===== src/hw/rtl/sgc_pkg.sv =====
// Shared types and constants for the stick grid cursor autorepeat core.
// Used by the interfaces, the pipeline modules and the top level.
`default_nettype none

package sgc_pkg;

   localparam int GRID_ROWS   = 5;
   localparam int GRID_COLS   = 10;
   localparam int SERVICE_ROW = 4;

   localparam int ROW_W   = 3;
   localparam int COL_W   = 4;
   localparam int DIR_W   = 3;
   localparam int THR_W   = 15;
   localparam int TIME_W  = 20;
   localparam int WAIT_W  = 21;
   localparam int STICK_W = 16;
   localparam int SQ_W    = 31;
   localparam int TSQ_W   = 30;
   localparam int CSR_IDX_W  = 3;
   localparam int CSR_DATA_W = 20;

   typedef enum logic [DIR_W-1:0] {
      DIR_UP    = 3'd0,
      DIR_DOWN  = 3'd1,
      DIR_LEFT  = 3'd2,
      DIR_RIGHT = 3'd3,
      DIR_NONE  = 3'd4
   } dir_type;

   typedef enum logic [CSR_IDX_W-1:0] {
      CSR_ENABLE     = 3'd0,
      CSR_PRESS_THR  = 3'd1,
      CSR_RELEASE_THR = 3'd2,
      CSR_FIRST_DLY  = 3'd3,
      CSR_REPEAT_DLY = 3'd4
   } csr_idx_type;

   localparam logic [TSQ_W-1:0]  RST_PRESS_SQ   = 30'd268435456;
   localparam logic [TSQ_W-1:0]  RST_RELEASE_SQ = 30'd131537961;
   localparam logic [TIME_W-1:0] RST_FIRST_DLY  = 20'd350000;
   localparam logic [TIME_W-1:0] RST_REPEAT_DLY = 20'd120000;
   localparam logic [ROW_W-1:0]  RST_ROW        = 3'd1;
   localparam logic [COL_W-1:0]  RST_COL        = 4'd0;

   typedef struct packed {
      logic                 enable;
      logic [TSQ_W-1:0]     press_sq;
      logic [TSQ_W-1:0]     release_sq;
      logic [TIME_W-1:0]    first_delay_us;
      logic [TIME_W-1:0]    repeat_delay_us;
   } cfg_type;

   typedef struct packed {
      logic [SQ_W-1:0]   x_sq;
      logic [SQ_W-1:0]   y_sq;
      logic              x_dom;
      logic              x_pos;
      logic              y_pos;
      logic [TIME_W-1:0] elapsed_us;
   } front_type;

endpackage

`default_nettype wire


===== src/hw/rtl/sgc_if.sv =====
// Valid/ready channel interfaces for the stick samples and the cursor results.
// Depends on sgc_pkg for field widths.
`default_nettype none

interface sgc_req_if;
   logic                                valid;
   logic                                ready;
   logic signed [sgc_pkg::STICK_W-1:0]  stick_x;
   logic signed [sgc_pkg::STICK_W-1:0]  stick_y;
   logic        [sgc_pkg::TIME_W-1:0]   elapsed_us;

   modport source (output valid, stick_x, stick_y, elapsed_us, input ready);
   modport sink   (input valid, stick_x, stick_y, elapsed_us, output ready);
endinterface

interface sgc_rsp_if;
   logic                         valid;
   logic                         ready;
   logic [sgc_pkg::ROW_W-1:0]    cursor_row;
   logic [sgc_pkg::COL_W-1:0]    cursor_col;
   logic                         moved;
   logic [sgc_pkg::DIR_W-1:0]    held_direction;

   modport source (output valid, cursor_row, cursor_col, moved, held_direction, input ready);
   modport sink   (input valid, cursor_row, cursor_col, moved, held_direction, output ready);
endinterface

`default_nettype wire


===== src/hw/rtl/sgc_csr.sv =====
// Configuration registers; the thresholds are kept squared for the magnitude test.
// Depends on sgc_pkg.
`default_nettype none

module sgc_csr (
   input  wire logic                               clock,
   input  wire logic                               reset,
   input  wire logic                               csr_we,
   input  wire logic [sgc_pkg::CSR_IDX_W-1:0]      csr_index,
   input  wire logic [sgc_pkg::CSR_DATA_W-1:0]     csr_wdata,
   output sgc_pkg::cfg_type                        cfg
);

   sgc_pkg::cfg_type             cfg_ff;
   sgc_pkg::cfg_type             cfg_in;
   logic [sgc_pkg::TSQ_W-1:0]    thr_sq;

   assign thr_sq = sgc_pkg::TSQ_W'(csr_wdata[sgc_pkg::THR_W-1:0]) *
                   sgc_pkg::TSQ_W'(csr_wdata[sgc_pkg::THR_W-1:0]);

   always_comb begin
      cfg_in = cfg_ff;
      if (csr_we) begin
         case (csr_index)
            sgc_pkg::CSR_ENABLE:      cfg_in.enable          = csr_wdata[0];
            sgc_pkg::CSR_PRESS_THR:   cfg_in.press_sq        = thr_sq;
            sgc_pkg::CSR_RELEASE_THR: cfg_in.release_sq      = thr_sq;
            sgc_pkg::CSR_FIRST_DLY:   cfg_in.first_delay_us  = csr_wdata;
            sgc_pkg::CSR_REPEAT_DLY:  cfg_in.repeat_delay_us = csr_wdata;
            default:                  cfg_in = cfg_ff;
         endcase
      end
   end

   always_ff @(posedge clock) begin
      if (reset) begin
         cfg_ff.enable          <= 1'b0;
         cfg_ff.press_sq        <= sgc_pkg::RST_PRESS_SQ;
         cfg_ff.release_sq      <= sgc_pkg::RST_RELEASE_SQ;
         cfg_ff.first_delay_us  <= sgc_pkg::RST_FIRST_DLY;
         cfg_ff.repeat_delay_us <= sgc_pkg::RST_REPEAT_DLY;
      end else begin
         cfg_ff <= cfg_in;
      end
   end

   assign cfg = cfg_ff;

endmodule

`default_nettype wire


===== src/hw/rtl/sgc_front.sv =====
// Input stage: squares the stick axes and finds the dominant axis of each item.
// Depends on sgc_pkg and sgc_req_if.
`default_nettype none

module sgc_front (
   input  wire logic          clock,
   input  wire logic          reset,
   sgc_req_if.sink            req_ch,
   input  wire logic          front_take,
   output logic               front_vld,
   output sgc_pkg::front_type front
);

   logic                         vld_ff;
   sgc_pkg::front_type           front_ff;
   sgc_pkg::front_type           front_in;
   logic signed [2*sgc_pkg::STICK_W-1:0] x_prod;
   logic signed [2*sgc_pkg::STICK_W-1:0] y_prod;
   logic [sgc_pkg::STICK_W:0]    x_ext;
   logic [sgc_pkg::STICK_W:0]    y_ext;
   logic [sgc_pkg::STICK_W:0]    x_abs;
   logic [sgc_pkg::STICK_W:0]    y_abs;
   logic                         accept;

   assign req_ch.ready = !vld_ff || front_take;
   assign accept       = req_ch.valid && req_ch.ready;

   always_comb begin
      x_prod = (2*sgc_pkg::STICK_W)'(req_ch.stick_x) * (2*sgc_pkg::STICK_W)'(req_ch.stick_x);
      y_prod = (2*sgc_pkg::STICK_W)'(req_ch.stick_y) * (2*sgc_pkg::STICK_W)'(req_ch.stick_y);
      x_ext  = {req_ch.stick_x[sgc_pkg::STICK_W-1], req_ch.stick_x};
      y_ext  = {req_ch.stick_y[sgc_pkg::STICK_W-1], req_ch.stick_y};
      x_abs  = x_ext[sgc_pkg::STICK_W] ? (~x_ext + 1'b1) : x_ext;
      y_abs  = y_ext[sgc_pkg::STICK_W] ? (~y_ext + 1'b1) : y_ext;
      front_in.x_sq       = x_prod[sgc_pkg::SQ_W-1:0];
      front_in.y_sq       = y_prod[sgc_pkg::SQ_W-1:0];
      front_in.x_dom      = x_abs > y_abs;
      front_in.x_pos      = !req_ch.stick_x[sgc_pkg::STICK_W-1] && (req_ch.stick_x != '0);
      front_in.y_pos      = !req_ch.stick_y[sgc_pkg::STICK_W-1] && (req_ch.stick_y != '0);
      front_in.elapsed_us = req_ch.elapsed_us;
   end

   always_ff @(posedge clock) begin
      if (reset) begin
         vld_ff <= 1'b0;
      end else if (accept) begin
         vld_ff <= 1'b1;
      end else if (front_take) begin
         vld_ff <= 1'b0;
      end
      if (accept) begin
         front_ff <= front_in;
      end
   end

   assign front_vld = vld_ff;
   assign front     = front_ff;

endmodule

`default_nettype wire


===== src/hw/rtl/sgc_track.sv =====
// Direction tracking stage: hysteresis, autorepeat countdown, cursor state and result register.
// Depends on sgc_pkg and sgc_rsp_if.
`default_nettype none

module sgc_track (
   input  wire logic               clock,
   input  wire logic               reset,
   input  wire logic               front_vld,
   input  wire sgc_pkg::front_type front,
   input  wire sgc_pkg::cfg_type   cfg,
   sgc_rsp_if.source               rsp_ch,
   output logic                    front_take
);

   typedef struct packed {
      logic [sgc_pkg::ROW_W-1:0] row;
      logic [sgc_pkg::COL_W-1:0] col;
   } pos_type;

   localparam logic [sgc_pkg::ROW_W-1:0] ROW_LAST = sgc_pkg::ROW_W'(sgc_pkg::GRID_ROWS - 1);
   localparam logic [sgc_pkg::COL_W-1:0] COL_LAST = sgc_pkg::COL_W'(sgc_pkg::GRID_COLS - 1);
   localparam logic [sgc_pkg::ROW_W-1:0] SVC_ROW  = sgc_pkg::ROW_W'(sgc_pkg::SERVICE_ROW);
   localparam logic SVC_ON = sgc_pkg::SERVICE_ROW < sgc_pkg::GRID_ROWS;

   function automatic pos_type step_pos(pos_type cur, sgc_pkg::dir_type dir);
      pos_type nxt;
      nxt = cur;
      case (dir)
         sgc_pkg::DIR_UP:    nxt.row = (cur.row == '0) ? ROW_LAST : cur.row - 1'b1;
         sgc_pkg::DIR_DOWN:  nxt.row = (cur.row == ROW_LAST) ? '0 : cur.row + 1'b1;
         sgc_pkg::DIR_LEFT:  nxt.col = (cur.col == '0) ? COL_LAST : cur.col - 1'b1;
         default:            nxt.col = (cur.col == COL_LAST) ? '0 : cur.col + 1'b1;
      endcase
      if (SVC_ON && nxt.row == SVC_ROW && nxt.col[0]) begin
         if (dir == sgc_pkg::DIR_LEFT) begin
            nxt.col = nxt.col - 1'b1;
         end else begin
            nxt.col = (nxt.col == COL_LAST) ? '0 : nxt.col + 1'b1;
         end
      end
      return nxt;
   endfunction

   pos_type                       pos_ff;
   pos_type                       pos_in;
   pos_type                       pos_step;
   sgc_pkg::dir_type              dir_ff;
   sgc_pkg::dir_type              dir_in;
   sgc_pkg::dir_type              dir_sel;
   logic [sgc_pkg::WAIT_W-1:0]    wait_ff;
   logic [sgc_pkg::WAIT_W-1:0]    wait_in;
   logic [sgc_pkg::WAIT_W:0]      wait_diff;
   logic [sgc_pkg::SQ_W:0]        mag_sq;
   logic                          expired;
   logic                          moved_in;
   logic                          rsp_vld_ff;
   logic                          moved_ff;
   pos_type                       rsp_pos_ff;
   sgc_pkg::dir_type              rsp_dir_ff;

   assign front_take = front_vld && (!rsp_vld_ff || rsp_ch.ready);

   always_comb begin
      mag_sq = {1'b0, front.x_sq} + {1'b0, front.y_sq};
      if (mag_sq >= {2'b0, cfg.press_sq}) begin
         if (front.x_dom) begin
            dir_sel = front.x_pos ? sgc_pkg::DIR_RIGHT : sgc_pkg::DIR_LEFT;
         end else begin
            dir_sel = front.y_pos ? sgc_pkg::DIR_DOWN : sgc_pkg::DIR_UP;
         end
      end else if (mag_sq < {2'b0, cfg.release_sq}) begin
         dir_sel = sgc_pkg::DIR_NONE;
      end else begin
         dir_sel = dir_ff;
      end

      wait_diff = {1'b0, wait_ff} - {2'b0, front.elapsed_us};
      expired   = wait_ff <= {1'b0, front.elapsed_us};
      pos_step  = step_pos(pos_ff, dir_sel);

      pos_in   = pos_ff;
      dir_in   = dir_ff;
      wait_in  = wait_ff;
      moved_in = 1'b0;
      if (cfg.enable) begin
         if (dir_sel == sgc_pkg::DIR_NONE) begin
            dir_in  = sgc_pkg::DIR_NONE;
            wait_in = '0;
         end else if (dir_sel != dir_ff) begin
            dir_in   = dir_sel;
            wait_in  = {1'b0, cfg.first_delay_us};
            pos_in   = pos_step;
            moved_in = 1'b1;
         end else if (expired) begin
            wait_in  = {1'b0, cfg.repeat_delay_us};
            pos_in   = pos_step;
            moved_in = 1'b1;
         end else begin
            wait_in = wait_diff[sgc_pkg::WAIT_W-1:0];
         end
      end
   end

   always_ff @(posedge clock) begin
      if (reset) begin
         pos_ff.row <= sgc_pkg::RST_ROW;
         pos_ff.col <= sgc_pkg::RST_COL;
         dir_ff     <= sgc_pkg::DIR_NONE;
         wait_ff    <= '0;
         rsp_vld_ff <= 1'b0;
      end else begin
         if (front_take) begin
            pos_ff     <= pos_in;
            dir_ff     <= dir_in;
            wait_ff    <= wait_in;
            rsp_vld_ff <= 1'b1;
         end else if (rsp_ch.ready) begin
            rsp_vld_ff <= 1'b0;
         end
      end
      if (front_take) begin
         rsp_pos_ff <= pos_in;
         rsp_dir_ff <= dir_in;
         moved_ff   <= moved_in;
      end
   end

   assign rsp_ch.valid          = rsp_vld_ff;
   assign rsp_ch.cursor_row     = rsp_pos_ff.row;
   assign rsp_ch.cursor_col     = rsp_pos_ff.col;
   assign rsp_ch.moved          = moved_ff;
   assign rsp_ch.held_direction = rsp_dir_ff;

endmodule

`default_nettype wire


===== src/hw/rtl/stick_grid_cursor_autorepeat_core.sv =====
// Top level of the stick grid cursor autorepeat core.
// Depends on sgc_pkg, sgc_if, sgc_csr, sgc_front and sgc_track.
//
// Takes one stick item per clock cycle unless results stall, and returns exactly one
// result item per sample: the input stage registers the squared axes and the dominant
// axis, and the tracking stage applies hysteresis, the autorepeat countdown and the grid
// wrap while updating the cursor state. A stalled result holds the tracking stage,
// and the input stage still takes one more item. There is no clearing pass after reset.
// The user must write configuration through csr_we, csr_index and csr_wdata only while no
// item is in flight; the core does not enforce it. The thresholds are squared as written.
`default_nettype none

module stick_grid_cursor_autorepeat_core (
   input  wire logic                            clock,
   input  wire logic                            reset,
   sgc_req_if.sink                              req_ch,
   sgc_rsp_if.source                            rsp_ch,
   input  wire logic                            csr_we,
   input  wire logic [sgc_pkg::CSR_IDX_W-1:0]   csr_index,
   input  wire logic [sgc_pkg::CSR_DATA_W-1:0]  csr_wdata
);

   sgc_pkg::cfg_type   cfg;
   sgc_pkg::front_type front;
   logic               front_vld;
   logic               front_take;

   sgc_csr u_csr (
      .clock     (clock),
      .reset     (reset),
      .csr_we    (csr_we),
      .csr_index (csr_index),
      .csr_wdata (csr_wdata),
      .cfg       (cfg)
   );

   sgc_front u_front (
      .clock      (clock),
      .reset      (reset),
      .req_ch     (req_ch),
      .front_take (front_take),
      .front_vld  (front_vld),
      .front      (front)
   );

   sgc_track u_track (
      .clock      (clock),
      .reset      (reset),
      .front_vld  (front_vld),
      .front      (front),
      .cfg        (cfg),
      .rsp_ch     (rsp_ch),
      .front_take (front_take)
   );

`ifndef NO_ASSERTIONS
   a_moved_has_dir: assert property (@(posedge clock) disable iff (reset)
      (rsp_ch.valid && rsp_ch.moved) |-> (rsp_ch.held_direction != sgc_pkg::DIR_NONE))
      else $error("moved item reports no held direction");

   a_disabled_still: assert property (@(posedge clock) disable iff (reset)
      (front_take && !cfg.enable) |=> !rsp_ch.moved)
      else $error("cursor moved while disabled");

   a_cursor_on_grid: assert property (@(posedge clock) disable iff (reset)
      rsp_ch.valid |-> ((32'(rsp_ch.cursor_row) < sgc_pkg::GRID_ROWS) &&
                        (32'(rsp_ch.cursor_col) < sgc_pkg::GRID_COLS)))
      else $error("cursor left the grid");

   a_no_overrun: assert property (@(posedge clock) disable iff (reset)
      (req_ch.valid && req_ch.ready && front_vld) |-> front_take)
      else $error("input stage overwritten before its item was taken");
`endif

endmodule

`default_nettype wire


===== src/flat_wrapper.sv =====
// flat-port wrapper written by rule: the top's interface ports become plain ports
module stick_grid_cursor_autorepeat_core_flat 
  (clock, reset, csr_we, csr_index, csr_wdata, req_ch_valid, req_ch_stick_x, req_ch_stick_y, req_ch_elapsed_us, req_ch_ready, rsp_ch_valid, rsp_ch_cursor_row, rsp_ch_cursor_col, rsp_ch_moved, rsp_ch_held_direction, rsp_ch_ready);
  sgc_req_if req_ch_i ();
  sgc_rsp_if rsp_ch_i ();
  input  wire logic clock;
  input  wire logic reset;
  input  wire logic csr_we;
  input  wire logic [sgc_pkg::CSR_IDX_W-1:0] csr_index;
  input  wire logic [sgc_pkg::CSR_DATA_W-1:0] csr_wdata;
  input wire logic [$bits(req_ch_i.valid)-1:0] req_ch_valid;
  input wire logic [$bits(req_ch_i.stick_x)-1:0] req_ch_stick_x;
  input wire logic [$bits(req_ch_i.stick_y)-1:0] req_ch_stick_y;
  input wire logic [$bits(req_ch_i.elapsed_us)-1:0] req_ch_elapsed_us;
  output wire logic [$bits(req_ch_i.ready)-1:0] req_ch_ready;
  output wire logic [$bits(rsp_ch_i.valid)-1:0] rsp_ch_valid;
  output wire logic [$bits(rsp_ch_i.cursor_row)-1:0] rsp_ch_cursor_row;
  output wire logic [$bits(rsp_ch_i.cursor_col)-1:0] rsp_ch_cursor_col;
  output wire logic [$bits(rsp_ch_i.moved)-1:0] rsp_ch_moved;
  output wire logic [$bits(rsp_ch_i.held_direction)-1:0] rsp_ch_held_direction;
  input wire logic [$bits(rsp_ch_i.ready)-1:0] rsp_ch_ready;
  assign req_ch_i.valid = req_ch_valid;
  assign req_ch_i.stick_x = req_ch_stick_x;
  assign req_ch_i.stick_y = req_ch_stick_y;
  assign req_ch_i.elapsed_us = req_ch_elapsed_us;
  assign req_ch_ready = req_ch_i.ready;
  assign rsp_ch_valid = rsp_ch_i.valid;
  assign rsp_ch_cursor_row = rsp_ch_i.cursor_row;
  assign rsp_ch_cursor_col = rsp_ch_i.cursor_col;
  assign rsp_ch_moved = rsp_ch_i.moved;
  assign rsp_ch_held_direction = rsp_ch_i.held_direction;
  assign rsp_ch_i.ready = rsp_ch_ready;
  stick_grid_cursor_autorepeat_core u_core (.clock(clock), .reset(reset), .req_ch(req_ch_i), .rsp_ch(rsp_ch_i), .csr_we(csr_we), .csr_index(csr_index), .csr_wdata(csr_wdata));
endmodule

===== config.mk =====
export PLATFORM = sky130hd
export DESIGN_NAME = stick_grid_cursor_autorepeat_core_flat
export DESIGN_NICKNAME = d
export VERILOG_FILES = /design/src/hw/rtl/sgc_pkg.sv /design/src/hw/rtl/sgc_if.sv /design/src/hw/rtl/sgc_csr.sv /design/src/hw/rtl/sgc_front.sv /design/src/hw/rtl/sgc_track.sv /design/src/hw/rtl/stick_grid_cursor_autorepeat_core.sv /design/src/flat_wrapper.sv
export SDC_FILE = /design/constraint.sdc
export NUM_CORES = 2
export LEC_CHECK = 0
export ABC_AREA = 1
export BUFFER_PORTS_ARGS = -buffer_cell sky130_fd_sc_hd__buf_2
export CAP_MARGIN = 20
export CORE_ASPECT_RATIO = 1.25
export CORE_MARGIN = 2
export CORE_UTILIZATION = 60
export CTS_CLUSTER_DIAMETER = 80
export DETAILED_ROUTE_END_ITERATION = 16
export HOLD_SLACK_MARGIN = 0.15
export PLACE_DENSITY = 0.77
export SETUP_SLACK_MARGIN = 0.15
export SLEW_MARGIN = 20
export SYNTH_ARGS = -nofsm -noshare
export SYNTH_HDL_FRONTEND = slang
export SYNTH_HIERARCHICAL = 1
export SYNTH_SLANG_ARGS = --single-unit

===== constraint.sdc =====
create_clock -name clock -period 10.62 [get_ports clock]
set_input_delay 2.655 -clock clock [delete_from_list [all_inputs] [get_ports clock]]
set_output_delay 2.655 -clock clock [all_outputs]
set_load 0.05 [all_outputs]

Word-level counts from Yosys, hierarchy flattened
Index checks and enable logic that the tools add are counted.
{"block": "op_classes", "bitwise": 3, "mux": 32, "n_lt_le_gt_ge": 4, "mul": 3, "n_addsub": 10, "eq_ne": 12, "n_reduce_logical": 27}
{"cell": "two-way mux 21 bit", "count": 3}
{"cell": "multiplier 16 x 16 -> 31 bit", "count": 2}
{"cell": "adder 17 x 1 -> 17 bit (second input constant)", "count": 2}
{"cell": "two-way mux 17 bit", "count": 2}
{"cell": "NOT 17 bit", "count": 2}
{"cell": "adder 31 x 31 -> 32 bit", "count": 1}
{"cell": ">= comparator 32 x 30 -> 1 bit", "count": 1}
{"cell": "less-than comparator 32 x 30 -> 1 bit", "count": 1}
{"cell": "nonzero test 16 bit", "count": 2}
{"cell": "multiplier 15 x 15 -> 30 bit", "count": 1}
{"cell": "two-way mux 7 bit", "count": 4}
{"cell": "<= comparator 21 x 20 -> 1 bit", "count": 1}
{"cell": "two-way mux 3 bit", "count": 7}
{"cell": "subtractor 21 x 20 -> 21 bit", "count": 1}
{"cell": "two-way mux 4 bit", "count": 5}
{"cell": "greater-than comparator 17 bit", "count": 1}
{"cell": "equality test 3 bit (second input constant)", "count": 4}
{"cell": "AND reduction 2 bit", "count": 6}
{"cell": "equality test 3 x 2 -> 1 bit (second input constant)", "count": 3}
{"cell": "logical NOT 3 bit", "count": 3}
{"cell": "adder 4 x 1 -> 4 bit (second input constant)", "count": 2}
{"cell": "equality test 4 bit (second input constant)", "count": 2}
{"cell": "two-way mux 1 bit", "count": 8}
{"cell": "one-hot mux 4 bit (2 select lines)", "count": 1}
{"cell": "other kinds (14)", "count": 26}
{"block": "totals", "ff_bits": 230, "out_inout_bits": 13, "in_bits": 80, "wordCells": 112}

Logic depth before layout (Yosys ltp)
{"block": "logic_depth", "ltp_word": 15, "mapped_depth": 41, "depth_no_buf": 41}

Hierarchy
Netlist, hierarchy kept.
{"mod": "sgc_front", "area_each_um2": 22659.2, "seq_area_each_um2": 2512.4, "cells_each": 2742, "instances": 1}
{"mod": "sgc_csr", "area_each_um2": 10642.7, "seq_area_each_um2": 1981.9, "cells_each": 1460, "instances": 1}
{"mod": "sgc_track", "area_each_um2": 6855.3, "seq_area_each_um2": 970.9, "cells_each": 1069, "instances": 1}

Least setup slack after synthesis
No wires, ideal clock.
{"block": "synth_timing", "kind": "input to register", "from": "input req_ch_stick_x[15]", "to": "register u_core.u_front.front_ff, in the netlist u_core/u_front/front[84], data pin", "setup_time_ns": 0.252, "t_arrival_ns": 8.035, "setup_slack_ns": 2.332, "cell_stages": 23, "required_ns": 10.368, "n_path_buf": 2, "path_cell_list": "clkbuf_1 > buf_1 > nand2_1 > fa_1 > fa_1 > inv_1 > fa_1 > fa_1 > fa_1 > inv_1 > fa_1 > inv_1 > ha_1 > nand2_2 > nor2_2 > inv_1 > nor3_1 > and2_1 > nand2_1 > nand2_1 > inv_1 > nand2_1 > nand2_1"}
{"item": "start: declaration", "line": "flat_wrapper.sv:12", "rtl": "input wire logic [$bits(req_ch_i.stick_x)-1:0] req_ch_stick_x;"}
{"item": "end signal: assignment", "line": "sgc_front.sv:52", "rtl": "front_ff <= front_in;"}
{"item": "end: declaration", "line": "sgc_front.sv:15", "rtl": "sgc_pkg::front_type front_ff;"}

==> summary.txt <==
STA
  – Setup tns final: 0 ps
  – RSZ-0062 raised after global routing: false
  – Fin crit share: 77.1%
  – Final worst path period need: ~8200 ps
  – Clock Skew: 31.9 ps
  – Final Hold Fails: 0
  – Finish-stage setup viols: 0
  – Max_slew headroom: 34.5%
  – Max Slew Vio Count: 0
  – Slew @ Worst Pin: slightly below 1000 ps
  – Peak Freq: 0.122 GHz

Drt
  – Vias per inst: slightly above 5
  – Routed via count: between 30000 and 40000
  – Total routed wirelength: 95100 um
  – First-pass DRT Iterations: 7
  – DR WL/cell: 15.5 um
  – Initial DRC Count: 1506
  – Final ANT Viol Nets: 0
  – Drc violations: 0

Setup path
  – R2R cell count: 30
  – Critical Path AT: 8500 ps
  – Largest delay share family, worst path: adder cells
  – Critical R2R Capture: u_core/u_track/pos_ff[5]
  – Most frequent cell on the critical path: inv_1
  – RR Startpoint: u_core/u_front/front[34]
  – WS Path Type: input port to register
  – CP Data Required Time: 10940 ps
  – Slowest cell on the critical path: fa_1
  – Worst Path Buf+Inv: 8
  – Crit path capture type: register
  – CP startpoint: req_ch_stick_x[15]
  – Max Fanout on Critical Path: 32
  – Cells along the critical path: buf_2, inv_1, nor2_1, fa_1, fa_1, inv_1, fa_1, inv_1, fa_1, fa_1, inv_1, fa_1, inv_1, ha_1, nand2_2, nor2_2, inv_1, nor2_1, and2_1, nand2_1, nand2_1, inv_1, nand2_1, nand2_1
  – Critical path depth: 24
  – Startpoint class of the critical path: input port
  – R2R Setup Slk: around 4900 ps
  – Slowest stage delay, CP: 550 ps

Run
  – # Max-Cap Violations: 0

Final layout
  – Final Util: 63.1%
  – Fillers: approximately 6000
  – # diodes: 0
  – Register area: 0.00547 mm^2
  – Nets: about 6300
  – Area grow syn2layout: 4.54%
  – Layout cells sized above 1: between 4 and 5%
  – Area occupied by multi-input gates: 0.0287 mm^2

Synth
  – Largest family of logic cells by synthesized area: adder cells
  – Post-synth design cell area: 0.0402 mm^2
  – Mux contribution to synthesized area: 0.0530%
  – Syn Inst Count: 5271
  – Most frequent cell after synthesis: inv_1
  – Synth cell types: a little over 60
  – Fraction of registers with async set/reset: 0%
  – Yosys top cell area share: 29.8%
  – Largest cells by area after synthesis: fa_1, inv_1, ha_1, nand2_1, edfxtp_1
  – Seq cells post-synth: 226
  – Sequential fraction of the synthesis area: a little over an eighth
  – Top cells by count, synth: inv_1, nand2_1, fa_1, ha_1, nor2_1
  – Yosys top cell by area: fa_1
  – Synth warn: 6
  – Post-synthesis simple-gate area fraction: 19.0%
  – Adder-Cell Fraction of Synth Area: 42.3%
  – Post-synth EDFFs: 94
  – Ys flop type: dfxtp_1
  – Xor/xnor share of the synthesized area: 3.41%
  – Compound-Gate Fraction of Synth Area: 6.57%
  – Synth Area per Inst: 7.62 um^2

GRT
  – First-pass GRT wire length: 159000 um
  – All-layer global routing usage: 28.2%
  – Initial antenna violation count: 1
  – Largest net degree at the start of global routing: 76
  – Final global-route overflow total: 0
  – Vias in the first global route: 33200

Die
  – CORE AREA: 0.0666 mm^2
  – Die Span Y: 293 um
  – Initial Utilization: 60.3%
  – Number of I/O pins: 93
  – Die Wd: 235 um
  – Die Area: 0.0690 mm^2
  – Row count: 106

Placed design
  – Half-perimeter wire length after detailed placement: 80100 um
  – # port buffers: 92
  – Final GP Congestion: 0.963

CTS
  – Clock Latency Late Sink: 560 ps
  – CTS Buf Count: 26
  – Sink Count: 226
  – H-Tree Depth: 1
  – Post_cts resized: 0
  – Post-CTS Setup Repair Bufs: 0
  – Reg clk slew, reported paths: 60 ps
  – CTS Hold Bufs: 0
  – Clock Tree Buf Depth: 3
  – CTS tree: yes
  – Clock tree root driver cell: clkbuf_16

Min path
  – Min-Delay Startpoint: u_core/u_csr/cfg[38]
  – Hold WC Path Type: register to register
  – Hold endpoint: u_core/u_csr/cfg[38]
  – Hold Crit Depth: 2

Outcome
  – Status: completed
==> per-stage QoR <==
stage	worst slack [ps]	hold slack (ps)	area (um^2)	cells
4_1_cts	2430	458	42000	6145
3_3_place_gp	1910	441	41200	6099
2_1_floorplan	2330	429	40200	5274
6_report	2440	460	42000	6145
3_5_place_dp	1860	443	41200	6099
5_1_grt	1950	484	42000	6145
==> worst max path at each step <==
stage	end	slack [ps]
floorplan	u_core/u_front/front[84]	2330
global placement	u_core/u_front/front[84]	1910
detailed placement	u_core/u_front/front[84]	1860
CTS	u_core/u_front/front[84]	2430
global route	u_core/u_front/front[84]	1950
finish	u_core/u_front/front[84]	2440
==> placed cells by master (no fill, tap or decap), types with 6 or more instances in the layout <==
cell          n
a21o_1       15
a21oi_1     206
a21oi_2       9
a31oi_1      13
buf_2        92
buf_4         6
clkbuf_1      6
clkbuf_16    26
conb_1        6
dfxtp_1     132
edfxtp_1     94
fa_1        597
ha_1        404
inv_1      1422
inv_2        16
nand2_1    1207
nand2_2      19
nand3_1     173
nand3_2      10
nand4_1      48
nor2_1      300
nor2_2       17
nor3_1       35
o211ai_1     30
o21ai_0     109
o21ai_1      32
o21bai_1     23
xnor2_1      49
xor2_1      104
==> sequential cells by signal, indices dropped and copies added (netlist names) <==
signal                                cells
u_core/u_track/rsp_ch.held_direction      3
u_core/u_track/dir_ff                     3
u_core/u_track/rsp_ch.cursor_row          3
u_core/u_track/rsp_ch.valid               1
u_core/u_front/front                     83
u_core/u_track/pos_ff                     7
u_core/u_track/wait_ff                   21
u_core/u_csr/cfg                         99
u_core/u_front/front_vld                  1
u_core/u_track/rsp_ch.cursor_col          4
u_core/u_track/rsp_ch.moved               1
==> logic make-up after synthesis <==
logic type / after synthesis
compound gates: 464
xor+xnor: 154
fa+ha+maj: 1001
buf+inv: 1580
flops: 226
mux: 2
other cells: 3
simple gates: 1841
==> worst min-delay path: stages (launching register included) <==
cell	delay, ps
dfxtp_1	330
nand2_1	50
nand3_1	50
==> layer usage <==
layer	vias to the layer above	routed length (um)	global-route usage, %	part of all wire (%)
li1	15700	-	-	-
met1	15300	37100	32.1	39
met2	706	50700	54.3	53
met3	201	3000	2.03	3.2
met4	2	4330	11.9	4.5
met5	-	13	0	0.014
==> area by class of cell <==
cell class / count / share of cell area [%]
Clock buffer: 35 / 1.69
Clock inverter: 11 / 0.268
Inverter: 1443 / 12.9
Multi-Input combinational cell: 3468 / 68.3
Sequential cell: 226 / 13.0
Tap cell: 864 / 2.58
Timing Repair Buffer: 98 / 1.20
Power is not shown: default switching activity piles up to over one toggle a cycle in this logic, so the estimate is an artifact.
